`src/design/bvs_pkg.sv`:
```
// Shared field widths, request and status codes, and sequencer states for the vector store.
package bvs_pkg;

    // Field widths of the stream payloads
    localparam int ACTION_W    = 3;
    localparam int INDEX_W     = 8;
    localparam int VALUE_W     = 32;
    localparam int RVAL_W      = 32;
    localparam int LEN_W       = 9;
    localparam int STAT_W      = 2;
    localparam int IN_TDATA_W  = 48;
    localparam int OUT_TDATA_W = 48;
    localparam int OUT_PAD_W   = OUT_TDATA_W - RVAL_W - LEN_W - STAT_W;

    // Request codes
    typedef enum logic [ACTION_W-1:0] {
        ACT_GET    = 3'd0,
        ACT_SET    = 3'd1,
        ACT_APPEND = 3'd2,
        ACT_REMOVE = 3'd3,
        ACT_POP    = 3'd4
    } action_t;

    // Result status codes
    typedef enum logic [STAT_W-1:0] {
        ST_OK    = 2'd0,
        ST_RANGE = 2'd1,
        ST_FULL  = 2'd2,
        ST_EMPTY = 2'd3
    } status_t;

    // Sequencer states
    typedef enum logic [2:0] {
        S_IDLE,
        S_READ,
        S_SH_RD,
        S_SH_WR,
        S_RESP
    } state_t;

endpackage

```
`src/design/bvs_ctrl.sv`:
```
// Request sequencer: length count, read-modify-write of the entry memory, output register.
module bvs_ctrl #(
    parameter int DEPTH      = 256,
    parameter int WORD_WIDTH = 32
) (
    input  logic                                  clk,
    input  logic                                  rst_n,
    input  logic                                  s_tvalid,
    output logic                                  s_tready,
    input  logic [bvs_pkg::IN_TDATA_W-1:0]        s_tdata,
    output logic                                  m_tvalid,
    input  logic                                  m_tready,
    output logic [bvs_pkg::OUT_TDATA_W-1:0]       m_tdata,
    output logic                                  mem_we,
    output logic [$clog2(DEPTH)-1:0]              mem_waddr,
    output logic [WORD_WIDTH-1:0]                 mem_wdata,
    output logic                                  mem_re,
    output logic [$clog2(DEPTH)-1:0]              mem_raddr,
    input  logic [WORD_WIDTH-1:0]                 mem_rdata
);

    import bvs_pkg::*;

    localparam int AW    = $clog2(DEPTH);
    localparam int CW    = $clog2(DEPTH + 1);
    localparam int CMP_W = CW + INDEX_W;

    state_t                 state_reg, state_next;
    logic [CW-1:0]          count_reg, count_next;
    logic [AW-1:0]          ptr_reg, ptr_next;
    logic [WORD_WIDTH-1:0]  res_value_reg, res_value_next;
    status_t                res_status_reg, res_status_next;
    logic                   out_valid_reg, out_valid_next;
    logic [OUT_TDATA_W-1:0] out_data_reg, out_data_next;

    action_t                act;
    logic [INDEX_W-1:0]     idx;
    logic [VALUE_W-1:0]     value_in;
    logic [AW-1:0]          idx_addr;
    logic                   accept;
    logic                   idx_in_range;
    logic                   remove_more;
    logic                   shift_more;
    logic                   store_full;
    logic                   store_empty;
    logic                   out_free;

    // Unpack the request
    assign act      = action_t'(s_tdata[ACTION_W-1:0]);
    assign idx      = s_tdata[ACTION_W +: INDEX_W];
    assign value_in = s_tdata[ACTION_W+INDEX_W +: VALUE_W];
    assign idx_addr = AW'(idx);

    assign s_tready = (state_reg == S_IDLE);
    assign accept   = s_tvalid && s_tready;

    // Range and fill checks
    assign idx_in_range = CMP_W'(idx) < CMP_W'(count_reg);
    assign remove_more  = (CMP_W'(idx) + CMP_W'(1)) < CMP_W'(count_reg);
    assign shift_more   = ((CW+1)'(ptr_reg) + (CW+1)'(2)) < (CW+1)'(count_reg);
    assign store_full   = (count_reg == CW'(DEPTH));
    assign store_empty  = (count_reg == '0);
    assign out_free     = !out_valid_reg || m_tready;

    // Next state
    always_comb
    begin
        state_next = state_reg;
        unique case (state_reg)
            S_IDLE:
            begin
                if (accept)
                begin
                    state_next = S_RESP;
                    if ((act == ACT_GET && idx_in_range) || (act == ACT_POP && !store_empty))
                    begin
                        state_next = S_READ;
                    end
                    else if (act == ACT_REMOVE && idx_in_range && remove_more)
                    begin
                        state_next = S_SH_RD;
                    end
                end
            end
            S_READ:
            begin
                state_next = S_RESP;
            end
            S_SH_RD:
            begin
                state_next = S_SH_WR;
            end
            S_SH_WR:
            begin
                state_next = shift_more ? S_SH_RD : S_RESP;
            end
            S_RESP:
            begin
                if (out_free)
                begin
                    state_next = S_IDLE;
                end
            end
            default:
            begin
                state_next = S_IDLE;
            end
        endcase
    end

    // Memory accesses, count update and result capture
    always_comb
    begin
        mem_we          = 1'b0;
        mem_waddr       = ptr_reg;
        mem_wdata       = mem_rdata;
        mem_re          = 1'b0;
        mem_raddr       = AW'((CW+1)'(ptr_reg) + (CW+1)'(1));
        count_next      = count_reg;
        ptr_next        = ptr_reg;
        res_value_next  = res_value_reg;
        res_status_next = res_status_reg;
        out_valid_next  = out_valid_reg && !m_tready;
        out_data_next   = out_data_reg;
        unique case (state_reg)
            S_IDLE:
            begin
                if (accept)
                begin
                    res_value_next  = '0;
                    res_status_next = ST_OK;
                    unique case (act)
                        ACT_GET:
                        begin
                            if (idx_in_range)
                            begin
                                mem_re    = 1'b1;
                                mem_raddr = idx_addr;
                            end
                            else
                            begin
                                res_status_next = ST_RANGE;
                            end
                        end
                        ACT_SET:
                        begin
                            if (idx_in_range)
                            begin
                                mem_we    = 1'b1;
                                mem_waddr = idx_addr;
                                mem_wdata = WORD_WIDTH'(value_in);
                            end
                            else
                            begin
                                res_status_next = ST_RANGE;
                            end
                        end
                        ACT_APPEND:
                        begin
                            if (store_full)
                            begin
                                res_status_next = ST_FULL;
                            end
                            else
                            begin
                                mem_we     = 1'b1;
                                mem_waddr  = AW'(count_reg);
                                mem_wdata  = WORD_WIDTH'(value_in);
                                count_next = count_reg + CW'(1);
                            end
                        end
                        ACT_REMOVE:
                        begin
                            if (idx_in_range)
                            begin
                                ptr_next = idx_addr;
                                if (!remove_more)
                                begin
                                    count_next = count_reg - CW'(1);
                                end
                            end
                            else
                            begin
                                res_status_next = ST_RANGE;
                            end
                        end
                        ACT_POP:
                        begin
                            if (store_empty)
                            begin
                                res_status_next = ST_EMPTY;
                            end
                            else
                            begin
                                count_next = count_reg - CW'(1);
                                mem_re     = 1'b1;
                                mem_raddr  = AW'(count_reg - CW'(1));
                            end
                        end
                        default:
                        begin
                            // Unused codes: no change, plain ok result
                            res_status_next = ST_OK;
                        end
                    endcase
                end
            end
            S_READ:
            begin
                res_value_next = mem_rdata;
            end
            S_SH_RD:
            begin
                mem_re = 1'b1;
            end
            S_SH_WR:
            begin
                // Move the next entry down one place
                mem_we   = 1'b1;
                ptr_next = AW'((CW+1)'(ptr_reg) + (CW+1)'(1));
                if (!shift_more)
                begin
                    count_next = count_reg - CW'(1);
                end
            end
            S_RESP:
            begin
                if (out_free)
                begin
                    out_valid_next = 1'b1;
                    out_data_next  = {OUT_PAD_W'(0), res_status_reg, LEN_W'(count_reg),
                                      RVAL_W'(res_value_reg)};
                end
            end
            default:
            begin
                out_valid_next = out_valid_reg;
            end
        endcase
    end

    // Control registers
    always_ff @(posedge clk or negedge rst_n)
    begin
        if (!rst_n)
        begin
            state_reg     <= S_IDLE;
            count_reg     <= '0;
            out_valid_reg <= 1'b0;
        end
        else
        begin
            state_reg     <= state_next;
            count_reg     <= count_next;
            out_valid_reg <= out_valid_next;
        end
    end

    // Payload registers
    always_ff @(posedge clk)
    begin
        ptr_reg        <= ptr_next;
        res_value_reg  <= res_value_next;
        res_status_reg <= res_status_next;
        out_data_reg   <= out_data_next;
    end

    assign m_tvalid = out_valid_reg;
    assign m_tdata  = out_data_reg;

endmodule

```
`config.mk`:
```
export PLATFORM = sky130hd
export DESIGN_NAME = bvs_ctrl
export DESIGN_NICKNAME = d
export VERILOG_FILES = /design/src/design/bvs_pkg.sv /design/src/design/bvs_ctrl.sv
export SDC_FILE = /design/constraint.sdc
export NUM_CORES = 1
export LEC_CHECK = 0
export ABC_CLOCK_PERIOD_IN_PS = 3100
export BUFFER_PORTS_ARGS = -buffer_cell sky130_fd_sc_hd__clkbuf_2
export CORE_MARGIN = 5
export CORE_UTILIZATION = 47
export DETAILED_ROUTE_END_ITERATION = 10
export PLACE_DENSITY = 0.82
export SYNTH_ARGS = -nofsm -noshare
export SYNTH_HDL_FRONTEND = slang
export SYNTH_SLANG_ARGS = --single-unit
```
`constraint.sdc`:
```
create_clock -name clk -period 3.1 [get_ports clk]
set_input_delay 0.31 -clock clk [delete_from_list [all_inputs] [get_ports clk]]
set_output_delay 0.31 -clock clk [all_outputs]
set_load 0.005 [all_outputs]
```
==> impl_metrics.py, run 1 <==
metrics = {
    "power_and_ir_drop": {
        "power_mw": 5.36,
        "clkPwrFrac_pct": 20.5,
        "p_leak_nw": 3.36,
        "power_switching_share_pct": 34.6,
        "p_seq_share_pct": 41.2,
        "cellInternalPower_mw": 3.50,
        "p_per_area_nw_per_um2": 710,
        "irDropWorstVdd_mv": 0.282,
        "switching_power_mw": 1.85,
        "power_frac_comb_pct": 38.3,
    },
    "timing": {
        "maxSlewHeadroom_pct": 29.3,
        "setup_viol": 0,
        "whs_ns": 0.282,
        "hold_viol": 0,
        "fin_crit_sh_pct": 95.7,
        "period_needed_ns": 2.97,
        "clock-skew-final_ns": 0.00758,
        "rsz0062_at_grt": "true",
        "fmax_mhz": 337,
        "finalMaxSlewViolations": 0,
        "worst_pin_slew_ns": 1.06,
    },
    "clocking": {
        "cts_made_buffers": 9,
        "clk_latency_ns": 0.34,
        "cts-root-buf": "clkbuf_16",
        "clock-sinks": 98,
        "cts_tree": "built",
        "cts_buffer_depth": 2,
        "clkTransAtPathRegs_ns": 0.07,
        "htree_levels": 3,
    },
    "synth": {
        "synth_ff_type": "edfxtp_1",
        "syn_area_sq_um": 5970,
        "ys_seq_area_share_pct": 48.2,
        "yosys.area.top_type_share_pct": 42.8,
        "ys_top_cells_by_area": "edfxtp_1 43%, mux2_4 7.3%, ha_1 5.9%",
        "avgSynthCellArea_sq_um": 11.7,
        "yosys.area.top_type": "edfxtp_1",
        "synthCells": 508,
        "synth_warnings": 0,
        "synth_edf_count": 85,
        "synthArstFlopShare_pct": 13.3,
        "synth.distinct_cells": 68,
        "ys_ff_latch": 98,
    },
    "worst_setup_path": {
        "cp_cell_sequence": "inv_1 -> ha_2 -> nor3b_4 -> nand4_4 -> o21a_4 -> o21a_4 -> clkbuf_16 -> mux2_4 -> clkbuf_2",
        "end_kind": "output pin",
        "reg2reg_depth": 10,
        "reg2reg_to": "count_reg[1]",
        "cpMostUsedCell": "o21a_4",
        "worst_path_max_delay_cell": "dfrtp_1",
        "slowest_delay_ns": 0.38,
        "r2r_setup_slack_ns": 0.46,
        "r2r-start": "ptr_reg[4]",
        "required_ns": 2.79,
        "cp_top_family": "buffers and inverters",
        "crit_type": "flip-flop to output pin",
        "arrival_ns": 2.66,
        "crit_buf_inv": 3,
        "cp_max_fo": 6,
        "start_kind": "flip-flop",
        "crit_start": "count_reg[1]",
    },
    "die": {
        "ioPinCount": 184,
        "core_region_area_sq_um": 12500,
        "fp.dieArea_sq_um": 15100,
        "num_rows": 41,
        "start_util_pct": 47.7,
        "die_y_um": 123,
        "die_w_um": 123,
    },
    "placement": {
        "dp_cells": 858,
        "place_congestion": 0.962,
        "portBuffers": 173,
        "hpwl_um": 13400,
    },
    "flow_run": {
        "max_cap_viol_count": 0,
    },
    "cells_and_area": {
        "antennaDiodeCount": 0,
        "instances_no_fill": 879,
        "area_delta_synth_final_pct": 26.5,
        "post_route_cells_drive_above_1_share_pct": 40.2,
        "largest_reg_flops": 43,
        "final_net_count": 814,
        "layout_commonest_cell": "clkbuf_2",
        "layout_common_cells": "173 x clkbuf_2, 85 x edfxtp_1, 37 x and3_1",
    },
    "global_route": {
        "grt-ovfl-total": 0,
        "grt_max_degree": 44,
        "grt_pass1_wl_um": 26100,
        "gr-usage-all-layers_pct": 22.7,
        "antenna_found_initial": 0,
        "grt_pass1_vias": 4833,
    },
    "detailed_routing": {
        "dr_wl_met3_um": 1680,
        "top_layer": "met4",
        "dr.pass1.iters": 5,
        "vias_per_cell": 5.69,
        "via_count": 5004,
        "drcViolationCount": 0,
        "route.met2.wl_um": 8560,
        "final_antenna_net_count": 0,
        "drtIter0Drc": 435,
        "wl_met1_um": 6980,
        "wl_um": 17600,
        "wl_per_cell_um": 20.0,
    },
    "worst_hold_path": {
        "holdPathStages": 3,
        "hold_start": "m_tready",
        "hold_end": "m_tvalid",
        "hold_path_class": "primary input to flip-flop",
    },
    "status": {
        "status": "completed",
    },
}
==> synthesized netlist by cell type (4+ instances only) <==
cell type  number
a31oi_1         8
mux2i_1        16
nor3_1          5
or3_1           4
o21ai_0        26
ha_1           28
nand2b_1        5
buf_4           7
a22o_1          6
inv_1          18
mux2_4         29
nand3_1        14
clkbuf_1       17
a22oi_1         5
nor2b_1         4
xnor2_1        23
and3_1         38
edfxtp_1       85
o211ai_1        6
a21oi_1        17
dfrtp_1        13
xor2_1          8
a21o_1          4
nor2_1         21
o22ai_1         6
mux2_2          4
nand2_1        24
nor3b_1         4
buf_2           5
==> final cells by class <==
class / count / area, sq um
clock buffers: 9 / 225
clock inverters: 7 / 66.3
fillers: 1051 / 4970
inverters: 20 / 75.1
multi-input cells: 358 / 2840
flip-flops and latches: 98 / 2880
well taps: 172 / 215
repair buffers: 215 / 1250
==> per-stage QoR <==
step	setup slack (ns)	TNS [ns]	instance area [sq um]	utilization, %
final	0.135	0	7550	60.3
after floorplan	0.555	0	5980	-
after global placement	0.380	0	7140	57.0
after global routing	-0.0401	-0.109	7550	60.3
after CTS	0.0653	0	7440	59.4
after detailed placement	0.349	0	7140	57.0
==> worst max-delay path by stage <==
stage,to,slack (ns),cells after the start
floorplan,mem_wdata[10],0.56,9
detailed placement,count_reg[5],0.35,12
global placement,count_reg[5],0.38,12
CTS,mem_wdata[4],0.07,10
finish,mem_wdata[26],0.13,9
global route,mem_raddr[0],-0.04,9
==> routing by layer <==
metal | GRT usage [%] | vias to the layer above
li1 | - | 2301
met1 | 28.7 | 2393
met2 | 38.3 | 271
met3 | 5.94 | 39
met4 | 6.65 | 0
met5 | 0 | -
==> power groups by stage <==
stage          clock network (mW)  logic, mW  registers, mW
2_1_floorplan                   0       1.13           2.22
3_3_place_gp                    0       1.91           2.21
3_5_place_dp                    0       1.98           2.23
4_1_cts                      1.12       1.99           2.20
5_1_grt                      1.17       2.24           2.24
6_report                     1.10       2.05           2.21
==> repair_timing <==
item / 4_1_cts / 5_1_grt
endpoints found under the setup margin: 0 / 47
gates resized for setup: 0 / 11
hold endpoints to repair: 13 / 0
setup buffers: 0 / 1
hold buffers: 1 / 0
==> worst reg2reg max path: cells and delay by family, from the launching register on <==
| family | cells | cell delay, ns |
|---|---|---|
| AOI/OAI and AO/OA | 4 | 0.80 |
| DFF | 1 | 0.50 |
| and+or+nand+nor | 3 | 0.59 |
| xor gates and xnor gates | 1 | 0.18 |
| adders and majority gates | 1 | 0.28 |
| muxes | 1 | 0.16 |
==> cell families after synthesis <==
group	Yosys count	synth area share, %
XOR/XNOR	31	4.55
flip-flops	98	48.2
other	1	0.0628
buffers and inverters	56	5.26
AND/OR/NAND/NOR	139	13.4
AO/OA/AOI/OAI	106	11.9
multiplexers	49	10.7
adder cells (fa/ha/maj)	28	5.87
(Power assumes the default switching activity.)
==> inputs of run 2 (changes only) <==
MAX_ROUTING_LAYER = met4   (was not set)
==> impl_metrics.py, run 2 (synthesis gave the netlist of run 1 again) <==
metrics = {
    "power_and_ir_drop": {
        "irDropWorstVdd_mv": 0.285,
        "p_per_area_nw_per_um2": 718,
        "p_leak_nw": 3.33,
        "power_mw": 5.41,
    },
    "detailed_routing": {
        "wl_um": 17500,
        "wl_per_cell_um": 20.0,
        "vias_per_cell": 5.70,
        "final_antenna_net_count": 0,
        "via_count": 4983,
        "drtIter0Drc": 449,
        "dr.pass1.iters": 5,
        "drcViolationCount": 0,
    },
    "timing": {
        "maxSlewHeadroom_pct": 30.5,
        "period_needed_ns": 3.06,
        "hold_viol": 0,
        "finalMaxSlewViolations": 0,
        "clock-skew-final_ns": 0.00904,
        "fin_crit_sh_pct": 98.7,
        "setup_viol": 0,
        "worst_pin_slew_ns": 1.04,
        "fmax_mhz": 327,
    },
    "worst_setup_path": {
        "cp_cell_sequence": "inv_1 -> ha_1 -> nand4b_1 -> a21oi_2 -> o2bb2ai_4 -> buf_12 -> mux2i_1 -> a2bb2oi_1 -> o21ai_0 -> clkbuf_2",
        "crit_buf_inv": 3,
        "cp_max_fo": 24,
        "cp_top_family": "compound AO/OA/AOI/OAI gates",
        "end_kind": "output pin",
        "crit_type": "flip-flop to output pin",
        "worst_path_max_delay_cell": "dfrtp_2",
        "arrival_ns": 2.75,
        "start_kind": "flip-flop",
        "required_ns": 2.79,
        "slowest_delay_ns": 0.45,
    },
    "cells_and_area": {
        "post_route_cells_drive_above_1_share_pct": 40.5,
        "area_delta_synth_final_pct": 26.2,
        "final_net_count": 808,
        "design_area_sq_um": 7530,
        "layout_common_cells": "173 x clkbuf_2, 85 x edfxtp_1, 37 x and3_1",
        "largest_reg_flops": 43,
        "instances_no_fill": 874,
        "fillerInstances": 1027,
        "layout_commonest_cell": "clkbuf_2",
    },
    "global_route": {
        "top_usage_layer": "met2",
        "grt_util_met1_pct": 28.6,
        "met3_usage_pct": 5.21,
        "grt_pass1_vias": 4764,
        "grt_max_degree": 44,
        "grt-ovfl-total": 0,
        "grt_pass1_wl_um": 25700,
        "antenna_found_initial": 1,
        "gr-usage-all-layers_pct": 22.9,
        "use_met2_pct": 36.9,
    },
    "placement": {
        "place_area_sq_um": 7110,
        "dp_cells": 852,
        "place_congestion": 0.991,
        "portBuffers": 173,
        "hpwl_um": 13500,
    },
    "die": {
        "die_y_um": 123,
        "core_region_area_sq_um": 12500,
        "die_w_um": 123,
        "start_util_pct": 47.7,
        "fp.dieArea_sq_um": 15100,
        "ioPinCount": 184,
        "num_rows": 41,
    },
    "worst_hold_path": {
        "hold_path_class": "primary input to flip-flop",
    },
    "clocking": {
        "clkTransAtPathRegs_ns": 0.07,
        "cts_made_buffers": 9,
        "cts-root-buf": "clkbuf_16",
        "htree_levels": 3,
        "clock-sinks": 98,
        "cts_buffer_depth": 2,
        "cts_tree": "built",
        "clk_latency_ns": 0.34,
    },
    "flow_run": {
        "max_cap_viol_count": 0,
    },
    "status": {
        "status": "completed",
    },
}
==> run 2: report_power, final <==
part	total (mW)	internal, mW	switching [mW]
Clock	1.14	0.641	0.503
Combinational	2.05	0.852	1.20
Sequential	2.21	2.03	0.185
==> run 2: path summary, 6_finish.rpt <==
kind | slack [ns] | startpoint | endpoint | cells past startpoint
max in group asynchronous | 2.39 | rst_n | count_reg[7] | 2
setup / recovery | 0.04 | count_reg[7] | mem_waddr[7] | 10
hold / removal | 0.26 | m_tready | m_tvalid | 3
min in group asynchronous | 0.41 | rst_n | count_reg[3] | 2
setup reg to reg | 0.43 | ptr_reg[4] | count_reg[0] | 10
hold reg to reg | 0.42 | res_value_reg[24] | m_tdata[24] | 0
==> run 2: routing by layer <==
layer  part of all wire, %  wire length (um)
met5                     0                 0
met4                   2.1               364
met3                    10              1750
met2                    48              8450
met1                    40              6910
==> run 2: repair_timing <==
action	in CTS	in global routing
hold endpoints to repair	13	0
resized for setup	0	15
setup endpoints to repair	0	45
hold buffers	1	0
buffers inserted	0	2
==> run 2: layout make-up <==
| type | instances | area, sq um | area share, % |
|---|---|---|---|
| Tap cell | 172 | 215 | 2.86 |
| Clock inverter | 7 | 85.1 | 1.13 |
| Inverter | 20 | 75.1 | 0.997 |
| Sequential cell | 98 | 2880 | 38.2 |
| Timing Repair Buffer | 209 | 1190 | 15.8 |
| Clock buffer | 9 | 225 | 2.99 |
| Multi-Input combinational cell | 358 | 2860 | 37.9 |
| Antenna cell | 1 | 2.50 | 0.0332 |
==> run 2: per-stage QoR <==
step           setup slack [ns]  TNS [ns]  utilization (%)  hold WS [ns]
2_1_floorplan             0.555         0                -        0.0144
5_1_grt                 -0.0114   -0.0213             60.2         0.288
4_1_cts                  0.0233         0             59.3         0.254
3_5_place_dp              0.303         0             56.8         0.240
6_report                 0.0414         0             60.2         0.264
3_3_place_gp              0.356         0             56.8         0.232
==> run 2: worst reg2reg max path, stage by stage (launching register included) <==
cell and delay, ns:
edfxtp_1 0.52, and3_1 0.27, nand3_1 0.11, xnor2_1 0.22, ha_1 0.26, nand2_1 0.10, o21ai_0 0.11, a41oi_1 0.25
a21o_1 0.31, nand3_1 0.21, xnor2_1 0.18
